**config.mk**
```make
export PLATFORM = sky130hd
export DESIGN_NAME = decade_scan_keyboard_emulator_core
export DESIGN_NICKNAME = d
export VERILOG_FILES = /design/src/hdl/dsk_pkg.sv /design/src/hdl/decade_scan_keyboard_emulator_core.sv /design/src/hdl/dsk_apb_regs.sv /design/src/hdl/dsk_seq.sv /design/src/hdl/dsk_out_buf.sv
export SDC_FILE = /design/constraint.sdc
export NUM_CORES = 1
export LEC_CHECK = 0
export ABC_CLOCK_PERIOD_IN_PS = 4090
export CAP_MARGIN = 20
export CORE_MARGIN = 2
export CORE_UTILIZATION = 35
export DETAILED_ROUTE_END_ITERATION = 10
export DONT_BUFFER_PORTS = 1
export PLACE_DENSITY_LB_ADDON = 0.15
export SLEW_MARGIN = 40
export SYNTH_ARGS = -nofsm -noshare
export SYNTH_HDL_FRONTEND = slang
export SYNTH_SLANG_ARGS = --single-unit
export TNS_END_PERCENT = 10
```
**constraint.sdc**
```tcl
create_clock -name i_clk -period 4.09 [get_ports i_clk]
set_input_delay 0.818 -clock i_clk [delete_from_list [all_inputs] [get_ports i_clk]]
set_output_delay 0.818 -clock i_clk [all_outputs]
set_load 0.05 [all_outputs]
```
**src/hdl/dsk_pkg.sv**
```systemverilog
// Shared types and constants for the decade scan keyboard emulator.
// No dependencies; used by every module of the block.
`default_nettype none

package dsk_pkg;

    localparam logic [3:0] LastColumn   = 4'd9;
    localparam logic [3:0] ScansDefault = 4'd4;

    // Register indexes on the configuration port
    localparam logic [0:0] RegScansPerKey = 1'b0;

    // One input item
    typedef struct packed {
        logic       kind;
        logic       ram_line;
        logic       rst_line;
        logic       clk_line;
        logic [1:0] key_row;
        logic [3:0] key_column;
        logic       key_shift;
        logic       key_func;
    } t_item;

    // One result item
    typedef struct packed {
        logic [3:0] row_lines;
        logic       shift_out;
        logic       func_out;
        logic [3:0] column_now;
        logic       busy_res;
    } t_result;

endpackage

`default_nettype wire

```
**src/hdl/decade_scan_keyboard_emulator_core.sv**
```systemverilog
// Decade scan keyboard emulator. Each transferred item is either a pin sample from the
// host port (RAM-disable, counter reset, counter clock) or a key press request; every item
// yields exactly one result with the row drive levels, shift and func lines, the emulated
// column counter and a busy flag. The block takes one item per clock while input ready is
// high: the counter and key sequence state update on the transfer, and the result is
// registered in the output buffer. A two-entry output buffer keeps the input ready for
// one more item while the output is stalled; input ready drops only when both entries are
// full. scans_per_key (APB offset 0, reset 4) sets how many column scans a key is held.
`default_nettype none

module decade_scan_keyboard_emulator_core (
    input  wire logic        i_clk,
    input  wire logic        i_rst_n,
    // configuration
    input  wire logic        psel,
    input  wire logic        penable,
    input  wire logic        pwrite,
    input  wire logic [1:0]  paddr,
    input  wire logic [31:0] pwdata,
    output logic [31:0]      prdata,
    output logic             pready,
    // input items
    input  wire logic        i_in_valid,
    output logic             o_in_ready,
    input  wire logic        i_kind,
    input  wire logic        i_ram_line,
    input  wire logic        i_rst_line,
    input  wire logic        i_clk_line,
    input  wire logic [1:0]  i_key_row,
    input  wire logic [3:0]  i_key_column,
    input  wire logic        i_key_shift,
    input  wire logic        i_key_func,
    // results
    output logic             o_out_valid,
    input  wire logic        i_out_ready,
    output logic [3:0]       o_row_lines,
    output logic             o_shift_out,
    output logic             o_func_out,
    output logic [3:0]       o_column_now,
    output logic             o_busy_res
);

    logic             in_xfer;
    logic [3:0]       scans_per_key;
    dsk_pkg::t_item   item;
    dsk_pkg::t_result step_result;
    dsk_pkg::t_result out_result;

    dsk_apb_regs u_regs (
        .i_clk           (i_clk),
        .i_rst_n         (i_rst_n),
        .psel            (psel),
        .penable         (penable),
        .pwrite          (pwrite),
        .paddr           (paddr),
        .pwdata          (pwdata),
        .prdata          (prdata),
        .pready          (pready),
        .o_scans_per_key (scans_per_key)
    );

    assign item.kind       = i_kind;
    assign item.ram_line   = i_ram_line;
    assign item.rst_line   = i_rst_line;
    assign item.clk_line   = i_clk_line;
    assign item.key_row    = i_key_row;
    assign item.key_column = i_key_column;
    assign item.key_shift  = i_key_shift;
    assign item.key_func   = i_key_func;

    assign in_xfer = i_in_valid & o_in_ready;

    dsk_seq u_seq (
        .i_clk           (i_clk),
        .i_rst_n         (i_rst_n),
        .i_accept        (in_xfer),
        .i_item          (item),
        .i_scans_per_key (scans_per_key),
        .o_result        (step_result)
    );

    dsk_out_buf u_out (
        .i_clk      (i_clk),
        .i_rst_n    (i_rst_n),
        .i_push     (in_xfer),
        .i_result   (step_result),
        .o_can_push (o_in_ready),
        .o_valid    (o_out_valid),
        .i_ready    (i_out_ready),
        .o_result   (out_result)
    );

    assign o_row_lines  = out_result.row_lines;
    assign o_shift_out  = out_result.shift_out;
    assign o_func_out   = out_result.func_out;
    assign o_column_now = out_result.column_now;
    assign o_busy_res   = out_result.busy_res;

endmodule

`default_nettype wire

```
**src/hdl/dsk_apb_regs.sv**
```systemverilog
// APB-style configuration register file: holds scans_per_key.
// Depends on dsk_pkg for the reset value and register index.
`default_nettype none

module dsk_apb_regs (
    input  wire logic        i_clk,
    input  wire logic        i_rst_n,
    input  wire logic        psel,
    input  wire logic        penable,
    input  wire logic        pwrite,
    input  wire logic [1:0]  paddr,
    input  wire logic [31:0] pwdata,
    output logic [31:0]      prdata,
    output logic             pready,
    output logic [3:0]       o_scans_per_key
);

    logic [3:0] r_scans_per_key;
    logic       wr_en;
    logic [0:0] reg_index;

    // One 32-bit register: the index is tied to RegScansPerKey, so a write at any paddr updates it
    assign reg_index = 1'b0;
    assign wr_en     = psel & penable & pwrite & pready;
    assign pready    = 1'b1;

    always_ff @(posedge i_clk) begin
        if (!i_rst_n) begin
            r_scans_per_key <= dsk_pkg::ScansDefault;
        end else if (wr_en && reg_index == dsk_pkg::RegScansPerKey) begin
            r_scans_per_key <= pwdata[3:0];
        end
    end

    always_comb begin
        prdata = '0;
        if (reg_index == dsk_pkg::RegScansPerKey && paddr[1:0] == 2'b00) begin
            prdata = {28'd0, r_scans_per_key};
        end
    end

    assign o_scans_per_key = r_scans_per_key;

endmodule

`default_nettype wire

```
**src/hdl/dsk_seq.sv**
```systemverilog
// Column counter tracking and key sequence state machine; computes one result per item.
// Depends on dsk_pkg for the item and result types.
`default_nettype none

module dsk_seq (
    input  wire logic             i_clk,
    input  wire logic             i_rst_n,
    input  wire logic             i_accept,
    input  wire dsk_pkg::t_item   i_item,
    input  wire logic [3:0]       i_scans_per_key,
    output dsk_pkg::t_result      o_result
);

    typedef enum logic [1:0] {
        PH_IDLE = 2'd0,
        PH_SEEK = 2'd1,
        PH_HOLD = 2'd2
    } t_phase;

    t_phase     r_phase, n_phase;
    logic [3:0] r_column_count, n_column_count;
    logic       r_last_rst, n_last_rst;
    logic       r_last_clk, n_last_clk;
    logic [3:0] r_scans_done, n_scans_done;
    logic [1:0] r_held_row, n_held_row;
    logic [3:0] r_held_column, n_held_column;
    logic [1:0] r_held_mods, n_held_mods;

    logic [3:0] limit;
    logic [3:0] scans_inc;
    logic       active;

    always_comb begin
        n_phase        = r_phase;
        n_column_count = r_column_count;
        n_last_rst     = r_last_rst;
        n_last_clk     = r_last_clk;
        n_scans_done   = r_scans_done;
        n_held_row     = r_held_row;
        n_held_column  = r_held_column;
        n_held_mods    = r_held_mods;
        limit          = (i_scans_per_key == 4'd0) ? 4'd1 : i_scans_per_key;
        scans_inc      = r_scans_done + 4'd1;

        if (!i_item.kind) begin
            // Counter first; the sequence step sees the updated count
            n_last_rst = i_item.rst_line;
            n_last_clk = i_item.clk_line;
            if (!r_last_rst && i_item.rst_line && i_item.ram_line) begin
                n_column_count = '0;
            end
            if (!r_last_clk && i_item.clk_line && !i_item.rst_line) begin
                n_column_count = (n_column_count == dsk_pkg::LastColumn) ?
                                 4'd0 : n_column_count + 4'd1;
            end

            unique case (r_phase)
                PH_IDLE: begin
                    n_phase = PH_IDLE;
                end
                PH_SEEK: begin
                    if (n_column_count == r_held_column) begin
                        n_phase = PH_HOLD;
                    end
                end
                PH_HOLD: begin
                    // Release the row at the end of the scan
                    if (i_item.rst_line && i_item.ram_line) begin
                        if (scans_inc == 4'd0 || scans_inc >= limit) begin
                            n_phase      = PH_IDLE;
                            n_scans_done = '0;
                        end else begin
                            n_phase      = PH_SEEK;
                            n_scans_done = scans_inc;
                        end
                    end
                end
                default: begin
                    n_phase = PH_IDLE;
                end
            endcase
        end else if (r_phase == PH_IDLE && i_item.key_column <= dsk_pkg::LastColumn) begin
            // Latch the key; presses while busy or off the matrix drop
            n_held_row    = i_item.key_row;
            n_held_column = i_item.key_column;
            n_held_mods   = {i_item.key_func, i_item.key_shift};
            n_scans_done  = '0;
            n_phase       = PH_SEEK;
        end
    end

    always_ff @(posedge i_clk) begin
        if (!i_rst_n) begin
            r_phase        <= PH_IDLE;
            r_column_count <= '0;
            r_last_rst     <= 1'b0;
            r_last_clk     <= 1'b0;
            r_scans_done   <= '0;
            r_held_row     <= '0;
            r_held_column  <= '0;
            r_held_mods    <= '0;
        end else if (i_accept) begin
            r_phase        <= n_phase;
            r_column_count <= n_column_count;
            r_last_rst     <= n_last_rst;
            r_last_clk     <= n_last_clk;
            r_scans_done   <= n_scans_done;
            r_held_row     <= n_held_row;
            r_held_column  <= n_held_column;
            r_held_mods    <= n_held_mods;
        end
    end

    always_comb begin
        active              = (n_phase == PH_SEEK) || (n_phase == PH_HOLD);
        o_result.row_lines  = (n_phase == PH_HOLD) ? ~(4'b0001 << n_held_row) : 4'hF;
        o_result.shift_out  = active & n_held_mods[0];
        o_result.func_out   = active & n_held_mods[1];
        o_result.column_now = n_column_count;
        o_result.busy_res   = active;
    end

    a_count_range: assert property (@(posedge i_clk) disable iff (!i_rst_n)
        r_column_count <= dsk_pkg::LastColumn)
        else $error("column counter left the decade range");

    a_key_starts: assert property (@(posedge i_clk) disable iff (!i_rst_n)
        i_accept && i_item.kind && r_phase == PH_IDLE &&
        i_item.key_column <= dsk_pkg::LastColumn |=> r_phase == PH_SEEK)
        else $error("accepted key press did not start the sequence");

    a_busy_holds_key: assert property (@(posedge i_clk) disable iff (!i_rst_n)
        i_accept && i_item.kind && r_phase != PH_IDLE |=> $stable(r_held_column))
        else $error("key press while busy changed the held key");

    a_scans_bounded: assert property (@(posedge i_clk) disable iff (!i_rst_n)
        r_phase == PH_IDLE |-> r_scans_done == 4'd0)
        else $error("scan count not cleared while idle");

endmodule

`default_nettype wire

```
**src/hdl/dsk_out_buf.sv**
```systemverilog
// Two-entry result buffer: output register plus skid stage, so input keeps flowing.
// Depends on dsk_pkg for the result type.
`default_nettype none

module dsk_out_buf (
    input  wire logic              i_clk,
    input  wire logic              i_rst_n,
    input  wire logic              i_push,
    input  wire dsk_pkg::t_result  i_result,
    output logic                   o_can_push,
    output logic                   o_valid,
    input  wire logic              i_ready,
    output dsk_pkg::t_result       o_result
);

    logic             r_out_valid;
    logic             r_skid_valid;
    dsk_pkg::t_result r_out;
    dsk_pkg::t_result r_skid;

    assign o_can_push = ~r_skid_valid;

    always_ff @(posedge i_clk) begin
        if (!i_rst_n) begin
            r_out_valid  <= 1'b0;
            r_skid_valid <= 1'b0;
        end else if (i_ready || !r_out_valid) begin
            r_out_valid  <= r_skid_valid | i_push;
            r_skid_valid <= 1'b0;
        end else if (i_push) begin
            r_skid_valid <= 1'b1;
        end
    end

    always_ff @(posedge i_clk) begin
        if (i_ready || !r_out_valid) begin
            r_out <= r_skid_valid ? r_skid : i_result;
        end else if (i_push) begin
            r_skid <= i_result;
        end
    end

    assign o_valid  = r_out_valid;
    assign o_result = r_out;

    a_skid_behind_out: assert property (@(posedge i_clk) disable iff (!i_rst_n)
        r_skid_valid |-> r_out_valid)
        else $error("skid entry held without an output entry");

    a_no_overflow: assert property (@(posedge i_clk) disable iff (!i_rst_n)
        r_skid_valid && !i_ready |=> r_skid_valid && $stable(r_skid))
        else $error("skid entry lost while output stalled");

    a_drain_skid: assert property (@(posedge i_clk) disable iff (!i_rst_n)
        r_skid_valid && i_ready |=> r_out_valid && r_out == $past(r_skid))
        else $error("skid entry not moved to output");

endmodule

`default_nettype wire
```
### Word-level counts from Yosys, hierarchy flattened

Index checks and enable logic that the tools add are counted.

* $add $sub $neg: 2
* multiply operators: 0
* div/mod/pow operators: 0
* $lt $le $gt $ge: 2
* eq/ne operators: 7
* shift-type cells: 1
* mux-type cells: 25
* bitwise logic cells: 11
* reductions and logical operators: 24

Operators with widths (count)
* 2-to-1 mux 4 bit: 14
* 2-to-1 mux 2 bit: 8
* 2-to-1 mux 11 bit: 1
* adder 4 x 1 -> 4 bit (second input constant): 2
* zero test 4 bit: 2
* logical AND 1 bit: 6
* AND 1 bit: 5
* equality test 2 x 1 -> 1 bit (second input constant): 2
* equality test 2 bit (second input constant): 2
* equality test 4 bit: 1
* equality test 4 bit (second input constant): 1
* >= comparator 4 bit: 1
* less-or-equal comparator 4 bit (second input constant): 1
* zero test 1 bit: 4
* zero test 2 bit: 2
* NOT 1 bit: 4
* NOT 4 bit: 1
* one-hot mux 2 bit (2 select lines): 1
* AND reduction 2 bit: 2
* AND reduction 4 bit: 1
* nonzero test 2 bit: 2
* << shifter 1 x 2 -> 4 bit (first input constant): 1
* logical OR 1 bit: 3
* AND reduction 3 bit: 1
* 4 further kinds: 4

* bits in registers: 48
* bits in latches: 0
* RAM bits: 0
* memory bits (read-only): 0
* output and inout port bits: 46
* memories kept: 0

### Longest topological paths before layout

Gate-level depths: netlist (run 1).

* word-level depth: 17
* gate-level depth with buffers: 12
* depth with buffers taken out: 11

### By module

From an unflattened synthesis (run 1), not the netlist that was laid out.

* cell total of the unflattened synthesis: 307
* area total of the unflattened synthesis: 2842.7 µm²

Modules (own cells, without submodules)
* dsk_seq: times used 1, cells an instance 209, area each 1531.5 µm², seq. area each 400.4 µm²
* dsk_out_buf: times used 1, cells an instance 43, area each 879.6 µm², seq. area each 700.7 µm²
* dsk_apb_regs: times used 1, cells an instance 54, area each 425.4 µm², seq. area each 80.1 µm²
* decade_scan_keyboard_emulator_core: times used 1, cells an instance 1, area each 6.3 µm², seq. area each 0.0 µm²

### Worst setup path before layout (run 1)

No wires, ideal clock.

* kind: input to register
* from: input port i_rst_line
* to: register u_out.r_out, in the netlist u_out.o_result[8], data pin
* data arrival time: 2.842 ns
* slack: 0.988 ns
* stages: 10
* cell sequence: or3b_1 buf_4 nor4b_2 a21oi_1 a211oi_1 and4_4 a2bb2oi_2 ha_1 o21ai_0 mux2_2

RTL lines
* from (decl): RTL line decade_scan_keyboard_emulator_core.sv:27 `input wire logic i_rst_line,`
* to (signal assigned): RTL line dsk_out_buf.sv:37 `r_out <= r_skid_valid ? r_skid : i_result;`
* to (decl): RTL line dsk_out_buf.sv:18 `dsk_pkg::t_result r_out;`

==> qor.yml, run 1 <==
synthesis:
  ys_ff_latch: 48
  synth_enable_flop_cells: 22
  synth_top_area_share_pct: 23.5
  synth_ff_type: "sky130_fd_sc_hd__dfxtp_1"
  yosys.cell_types.count: 52
  synthCells: 305
  ys_seq_area_share_pct: 42.0
  synth_top_cell_by_area: "sky130_fd_sc_hd__edfxtp_1"
  asyncSetResetFlopFracSynth_pct: 0
  total_number_of_yosys_warnings: 0
  synth_area_per_cell_um2: 9.23
  syn_area_mm2: 0.00281
  synthTopCellsByArea: "sky130_fd_sc_hd__edfxtp_1, sky130_fd_sc_hd__dfxtp_1, sky130_fd_sc_hd__buf_4, sky130_fd_sc_hd__ha_1, sky130_fd_sc_hd__nand2_1"
setup_path:
  worst-setup-path-type: "in2reg"
  worstPathMaxFanout: 11
  timing.critical_path.to_type: "flip-flop"
  crit_path_max_incr_delay_ps: 540
  critPathLaunchType: "input port"
  top_cell_family_by_delay_on_the_critical_path: "simple AND/OR/NAND/NOR gates"
  worst_path_max_delay_cell: "sky130_fd_sc_hd__or3b_1"
  critical_path.cell_chain: "or3b_1 > or3_1 > and3_1 > a211oi_1 > and4_4 > a2bb2oi_2 > ha_1 > o21ai_0 > mux2_2"
  path_buf_inv: 0
  worst-endpoint-arrival_ps: 3290
  cp.required_ps: 4150
cts:
  post-cts-setup-buffers: 0
  cts.path.max_buffers: 2
  htree_levels: 2
  cts_repair_resize_count: 0
  worst_setup_hold_path_clk_slew_ps: 90
  clock_tree.root_cell: "sky130_fd_sc_hd__clkbuf_8"
  clock_latency_ps: 300
  cts_hold_buf: 0
  clock_sinks: 48
  number_of_buffers_created_by_cts: 5
  cts_tree: "done"
final_layout:
  multi_input_area_mm2: 0.00143
  syn_to_final_growth_pct: 2.98
  top_library_cells_by_usage_in_the_layout_fill_and_taps_aside: "sky130_fd_sc_hd__nand2_1, sky130_fd_sc_hd__conb_1, sky130_fd_sc_hd__dfxtp_1, sky130_fd_sc_hd__edfxtp_1, sky130_fd_sc_hd__a21oi_1"
  layout_commonest_cell: "sky130_fd_sc_hd__nand2_1"
  fillerInstances: 809
  sequential_cell_area_in_the_final_layout_mm2: 0.00118
  layout.nets: 366
  antenna_cells: 0
  layout_cells_sized_above_1_pct: 9.57
detailed_routing:
  drt_pass1_iterations: 4
  drc: 0
  totalWireLength_mm: 5.91
  vias_per_cell: 5.01
  initialDrtViolationCount: 131
  route.detailed.wl_per_inst_um: 14.6
  route.vias.total: 2028
  antenna_left: 0
power_and_ir_drop:
  power_report.internal_total_w: 0.000670
  cellLeakagePower_nw: 1.10
  largest_voltage_drop_on_the_vdd_net_uv: 116
  clock_power_share_pct: 28.2
  p_per_area_mw_per_mm2: 340
  seq_power_share_pct: 56.1
  share_of_total_power_consumed_by_net_switching_pct: 32.0
  power_switching_w: 0.000315
  combPwrFrac_pct: 15.8
grt:
  grt_overflow_total: 0
  antenna_found_initial: 0
  track_usage_pct: 13.6
  grt_first_pass_wirelength_mm: 9.32
  grt_max_degree: 26
  grt_pass1_vias: 1821
sta:
  maxSlewHeadroom_pct: 44.5
  min_period_over_period_pct: 79.0
  whs_ps: 458
  fin_tns_setup_ps: 0
  report.final.slew_viol_count: 0
  worst_slew_pin_slew_ps: 829
  setup_violations: 0
  post-route-min-period_ps: 3230
  timing.fmax_mhz: 310
  clock-skew-final_ps: 5.17
  timing.final.hold_violations: 0
  grt_setup_unrepaired: "no"
place:
  replace_congestion: 0.813
  place_hpwl_mm: 4.35
  place.port_buffers: 0
status:
  result_of_the_run: "complete, no violations"
floorplanning:
  pin_count: 99
  die_x_um: 93.7
  initial_core_util_pct: 36.2
  fp_rows: 32
  floorplan.die_area_mm2: 0.00877
  die_y_um: 93.7
  core_area_mm2: 0.00777
run:
  maxCapViolCount: 0
hold_path:
  min-delay-path-class: "reg2reg"
[power by group through the flow]
stage	clock, W	sequential [W]	combinational (W)
after floorplan	0	0.000560	0.000160
after global placement	0	0.000563	0.000154
after detailed placement	0	0.000564	0.000155
after CTS	0.000291	0.000553	0.000155
after global routing	0.000303	0.000555	0.000169
final	0.000277	0.000553	0.000155
[flip-flops by register name, summed over array words and instances, names as in the netlist, 4 cells and up]
name                    cells
u_out.o_result             11
u_out.r_skid               11
u_regs.o_scans_per_key      4
u_seq.r_column_count        4
u_seq.r_held_column         4
u_seq.r_scans_done          4
[final timing paths]
kind / start / to / slack (ps) / cells past startpoint
max reg2reg: u_seq.r_last_clk$_SDFFE_PN0P_ / u_out.o_result[9]$_DFFE_PP_ / 1080 / 9
max: i_rst_line / u_out.o_result[9]$_DFFE_PP_ / 860 / 9
min reg2reg: u_seq.r_held_mods[1]$_SDFFE_PN0P_ / u_seq.r_held_mods[1]$_SDFFE_PN0P_ / 460 / 2
min: u_seq.r_held_mods[1]$_SDFFE_PN0P_ / u_seq.r_held_mods[1]$_SDFFE_PN0P_ / 460 / 2
[stage by stage]
stage                     util, %  power (W)  area, um^2  setup WS (ps)  instances
final                        37.3   0.000985        2900            861        405
after CTS                    37.3   0.000999        2900            859        405
after global placement       36.2   0.000718        2810            560        398
after global routing         37.3    0.00103        2900            719        405
after detailed placement     36.3   0.000719        2820            536        398
after floorplan                 -   0.000720        2920            988        332
[routing by layer]
layer	global-route usage, %	vias to the layer above	part of all wire [%]
met1	18.7	932	48
met5	0	-	0
met3	3.77	7	5.7
li1	-	1036	-
met2	20.6	53	45
met4	4.35	0	1.3
[cell usage after synthesis (3+ instances only)]
cell,number
sky130_fd_sc_hd__buf_4,30
sky130_fd_sc_hd__nand2_1,30
sky130_fd_sc_hd__dfxtp_1,26
sky130_fd_sc_hd__edfxtp_1,22
sky130_fd_sc_hd__a21oi_1,20
sky130_fd_sc_hd__o21ai_0,19
sky130_fd_sc_hd__nand3_1,18
sky130_fd_sc_hd__nor2_1,17
sky130_fd_sc_hd__ha_1,10
sky130_fd_sc_hd__inv_1,10
sky130_fd_sc_hd__clkbuf_1,9
sky130_fd_sc_hd__mux2_2,8
sky130_fd_sc_hd__nor3_1,7
sky130_fd_sc_hd__mux2i_1,6
sky130_fd_sc_hd__nor3b_1,6
sky130_fd_sc_hd__and3_1,5
sky130_fd_sc_hd__o31ai_1,5
sky130_fd_sc_hd__nand3b_1,4
sky130_fd_sc_hd__a21o_1,3
sky130_fd_sc_hd__nand2b_1,3
sky130_fd_sc_hd__nor2b_1,3
sky130_fd_sc_hd__or3_1,3
sky130_fd_sc_hd__xor2_1,3
[final cells by class]
type                            count  share of cell area, %
Clock buffer                        5                   2.37
Multi-Input combinational cell    232                   49.4
Clock inverter                      2                  0.432
Timing Repair Buffer                4                   1.04
Sequential cell                    48                   40.8
Tap cell                          102                   4.40
Inverter                           12                   1.55
[kinds of logic after synthesis]
group | Yosys count | synth area share (%)
muxes | 14 | 5.34
buffers and inverters | 52 | 11.0
DFF | 48 | 42.0
xor gates and xnor gates | 5 | 1.56
adders and majority gates | 10 | 4.45
and+or+nand+nor | 104 | 19.1
other | 2 | 0.267
AOI/OAI and AO/OA | 70 | 16.4
[worst reg2reg max path: cells and delay by family, from the launching register on]
kind                     cells  cell delay [ps]
multiplexers                 1              290
AND/OR/NAND/NOR              4             1420
flip-flops                   1              320
adder cells (fa/ha/maj)      1              220
AO/OA/AOI/OAI                3              510
No activity file was read; power rests on OpenSTA's default activity.
==> run 2: changes to the inputs <==
--- a/config.mk
+++ b/config.mk
@@ -5,7 +5,7 @@
 export SDC_FILE = /design/constraint.sdc
 export NUM_CORES = 1
 export LEC_CHECK = 0
-export ABC_CLOCK_PERIOD_IN_PS = 4090
+export ABC_CLOCK_PERIOD_IN_PS = 3200
 export CAP_MARGIN = 20
 export CORE_MARGIN = 2
 export CORE_UTILIZATION = 35
==> constraint.sdc (replaced) <==
create_clock -name i_clk -period 3.2 [get_ports i_clk]
set_input_delay 0.64 -clock i_clk [delete_from_list [all_inputs] [get_ports i_clk]]
set_output_delay 0.64 -clock i_clk [all_outputs]
set_load 0.05 [all_outputs]
==> run 2 against run 1 <==
  * Largest cell class unchanged
  * Total power up 30%
  * Clock-buffer cell count up 1
  * Combinational power up 36%
  * Setup slack worse by 500 ps
  * Clock skew about the same
  * Highest routed layer unchanged
  * Critical path type unchanged
  * Worst hold slack worse by 58 ps
  * Routed wire length up 2.3%
==> qor.yml, run 2 (synthesized netlist as in run 1, its figures left out) <==
status:
  result_of_the_run: "complete, no violations"  # unchanged
cts:
  worst_setup_hold_path_clk_slew_ps: 90  # about the same
  clock_sinks: 48  # unchanged
  cts.path.max_buffers: 2  # unchanged
  clock_tree.root_cell: "sky130_fd_sc_hd__clkbuf_8"  # unchanged
  cts_tree: "done"  # unchanged
  number_of_buffers_created_by_cts: 5  # unchanged
  cts_repair_resize_count: 0  # unchanged
  cts_hold_buf: 0  # unchanged
  post-cts-setup-buffers: 0  # unchanged
  clock_latency_ps: 300  # about the same
  htree_levels: 2  # unchanged
hold_path:
  cells_on_worst_hold_path: 1  # was 2
  hold_crit_start: "i_rst_n"  # was u_seq.r_held_mods[1]$_SDFFE_PN0P_
  min-delay-path-class: "in2reg"  # was reg2reg
final_layout:
  fin_cells: 416  # was 405
  top_library_cells_by_usage_in_the_layout_fill_and_taps_aside: "sky130_fd_sc_hd__nand2_1, sky130_fd_sc_hd__conb_1, sky130_fd_sc_hd__dfxtp_1, sky130_fd_sc_hd__edfxtp_1, sky130_fd_sc_hd__a21oi_1"  # unchanged
  layout_cells_sized_above_1_pct: 12.1  # was 9.57%
  layout_commonest_cell: "sky130_fd_sc_hd__nand2_1"  # unchanged
  antenna_cells: 0  # unchanged
  layout.nets: 376  # was 366
  syn_to_final_growth_pct: 5.69  # was 2.98%
place:
  place_hpwl_mm: 4.49  # was 4.35 mm
  place.port_buffers: 0  # unchanged
  replace_congestion: 0.814  # was 0.813
  placed_cells_incl_taps: 408  # was 398
sta:
  fin_tns_setup_ps: 0  # unchanged
  maxSlewHeadroom_pct: 44.6  # was 44.5%
  worst_slew_pin_slew_ps: 827  # was 829 ps
  setup_violations: 0  # unchanged
  report.final.slew_viol_count: 0  # unchanged
  post-route-min-period_ps: 2840
  min_period_over_period_pct: 88.7
  grt_setup_unrepaired: "no"  # unchanged
  clock-skew-final_ps: 5.35  # was 5.17 ps
  timing.fmax_mhz: 352
  timing.final.hold_violations: 0  # unchanged
power_and_ir_drop:
  p_per_area_mw_per_mm2: 430  # was 340 mW/mm^2
  power.total_w: 0.00128  # was 0.000985 W
  largest_voltage_drop_on_the_vdd_net_uv: 145  # was 116 uV
  cellLeakagePower_nw: 1.15  # was 1.10 nW
setup_path:
  worst-setup-path-type: "in2reg"  # unchanged
  worst_r2r_endpoint: "u_out.o_result[7]$_DFFE_PP_"  # was u_out.o_result[9]$_DFFE_PP_
  timing.critical_path.to_type: "flip-flop"  # unchanged
  critPathLaunchType: "input port"  # unchanged
  reg2reg_setup_slack_ps: 390  # was 1080 ps
  worst-endpoint-arrival_ps: 2890  # was 3290 ps
  rr_startpoint: "u_seq.r_last_clk$_SDFFE_PN0P_"  # unchanged
  reg2reg_depth: 10  # was 9
  worstSetupEndpoint: "u_out.o_result[7]$_DFFE_PP_"  # was u_out.o_result[9]$_DFFE_PP_
  worstPathMaxFanout: 10  # was 11
  cp.required_ps: 3260  # was 4150 ps
  critPathLaunch: "i_rst_line"  # unchanged
floorplanning:
  pin_count: 99  # unchanged
  core_area_mm2: 0.00777  # unchanged
  die_y_um: 93.7  # unchanged
  die_x_um: 93.7  # unchanged
  floorplan.die_area_mm2: 0.00877  # unchanged
  fp_rows: 32  # unchanged
  initial_core_util_pct: 36.2  # unchanged
detailed_routing:
  drt_pass1_iterations: 5  # was 4
  totalWireLength_mm: 6.05  # was 5.91 mm
  drc: 0  # unchanged
  route.vias.total: 2087  # was 2028
  route.detailed.wl_per_inst_um: 14.5  # was 14.6 um
  vias_per_cell: 5.02  # was 5.01
  initialDrtViolationCount: 131  # unchanged
  antenna_left: 0  # unchanged
grt:
  grt_overflow_total: 0  # unchanged
  antenna_found_initial: 0  # unchanged
  grt_pass1_vias: 1869  # was 1821
  track_usage_pct: 13.8  # was 13.6%
  grt_max_degree: 26  # unchanged
  grt_first_pass_wirelength_mm: 9.49  # was 9.32 mm
run:
  maxCapViolCount: 0  # unchanged
## run 2: cell types whose count changed in the layout (fill, tap and decap cells not counted)
cell	change
sky130_fd_sc_hd__buf_4	+10
sky130_fd_sc_hd__clkbuf_1	+1
sky130_fd_sc_hd__nor2_1	+1
sky130_fd_sc_hd__nor2_2	-1
## run 2: cell type report
cell class / instances / area, um^2
clock inverters: 2 / 12.5
flip-flops and latches: 48 / 1180
well taps: 102 / 128
clock buffers: 6 / 72.6
multi-input cells: 232 / 1430
fillers: 814 / 4790
repair buffers: 14 / 105
inverters: 12 / 45.0
## run 2: worst max-delay path, cell delays in order
cell	delay (ps)
sky130_fd_sc_hd__or3b_1	390
sky130_fd_sc_hd__buf_4	190
sky130_fd_sc_hd__nor4b_2	260
sky130_fd_sc_hd__a21oi_1	90
sky130_fd_sc_hd__a211oi_1	260
sky130_fd_sc_hd__and4_4	270
sky130_fd_sc_hd__o2bb2ai_1	130
sky130_fd_sc_hd__ha_1	230
sky130_fd_sc_hd__o21ai_0	150
sky130_fd_sc_hd__mux2_2	280
## run 2: where the power goes
part / leakage, nW / internal (W) / switching [W]
clock network: 0.0428 / 0.000154 / 0.000210
logic: 0.684 / 0.0000547 / 0.000156
registers: 0.423 / 0.000662 / 0.0000435
total: 1.15 / 0.000870 / 0.000410
## run 2: metrics by stage
| step | hold WS, ps | utilization (%) | setup WS [ps] | cell area (um^2) |
|---|---|---|---|---|
| CTS | 392 | 38.3 | 342 | 2970 |
| floorplan | 436 | - | 276 | 2920 |
| global placement | 442 | 37.2 | 53.3 | 2890 |
| detailed placement | 448 | 37.2 | 14.0 | 2890 |
| global route | 396 | 38.3 | 196 | 2970 |
| finish | 400 | 38.3 | 362 | 2970 |
## run 2: how the worst min path moves through the flow
stage | slack [ps] | endpoint
floorplan | 440 | u_seq.r_held_mods[0]$_SDFFE_PN0P_
global placement | 440 | u_seq.r_held_mods[0]$_SDFFE_PN0P_
detailed placement | 450 | u_seq.r_held_mods[0]$_SDFFE_PN0P_
CTS | 390 | u_regs.o_scans_per_key[2]$_SDFFE_PN1P_
global route | 400 | u_regs.o_scans_per_key[2]$_SDFFE_PN1P_
finish | 400 | u_regs.o_scans_per_key[2]$_SDFFE_PN1P_
## run 2: per-layer routing
metal,GRT usage [%],share of wire [%],vias up
met5,0,0,-
met4,2.90,0.28,0
met3,3.77,6.2,3
met2,21.3,46,64
met1,19.3,48,969
li1,-,-,1051
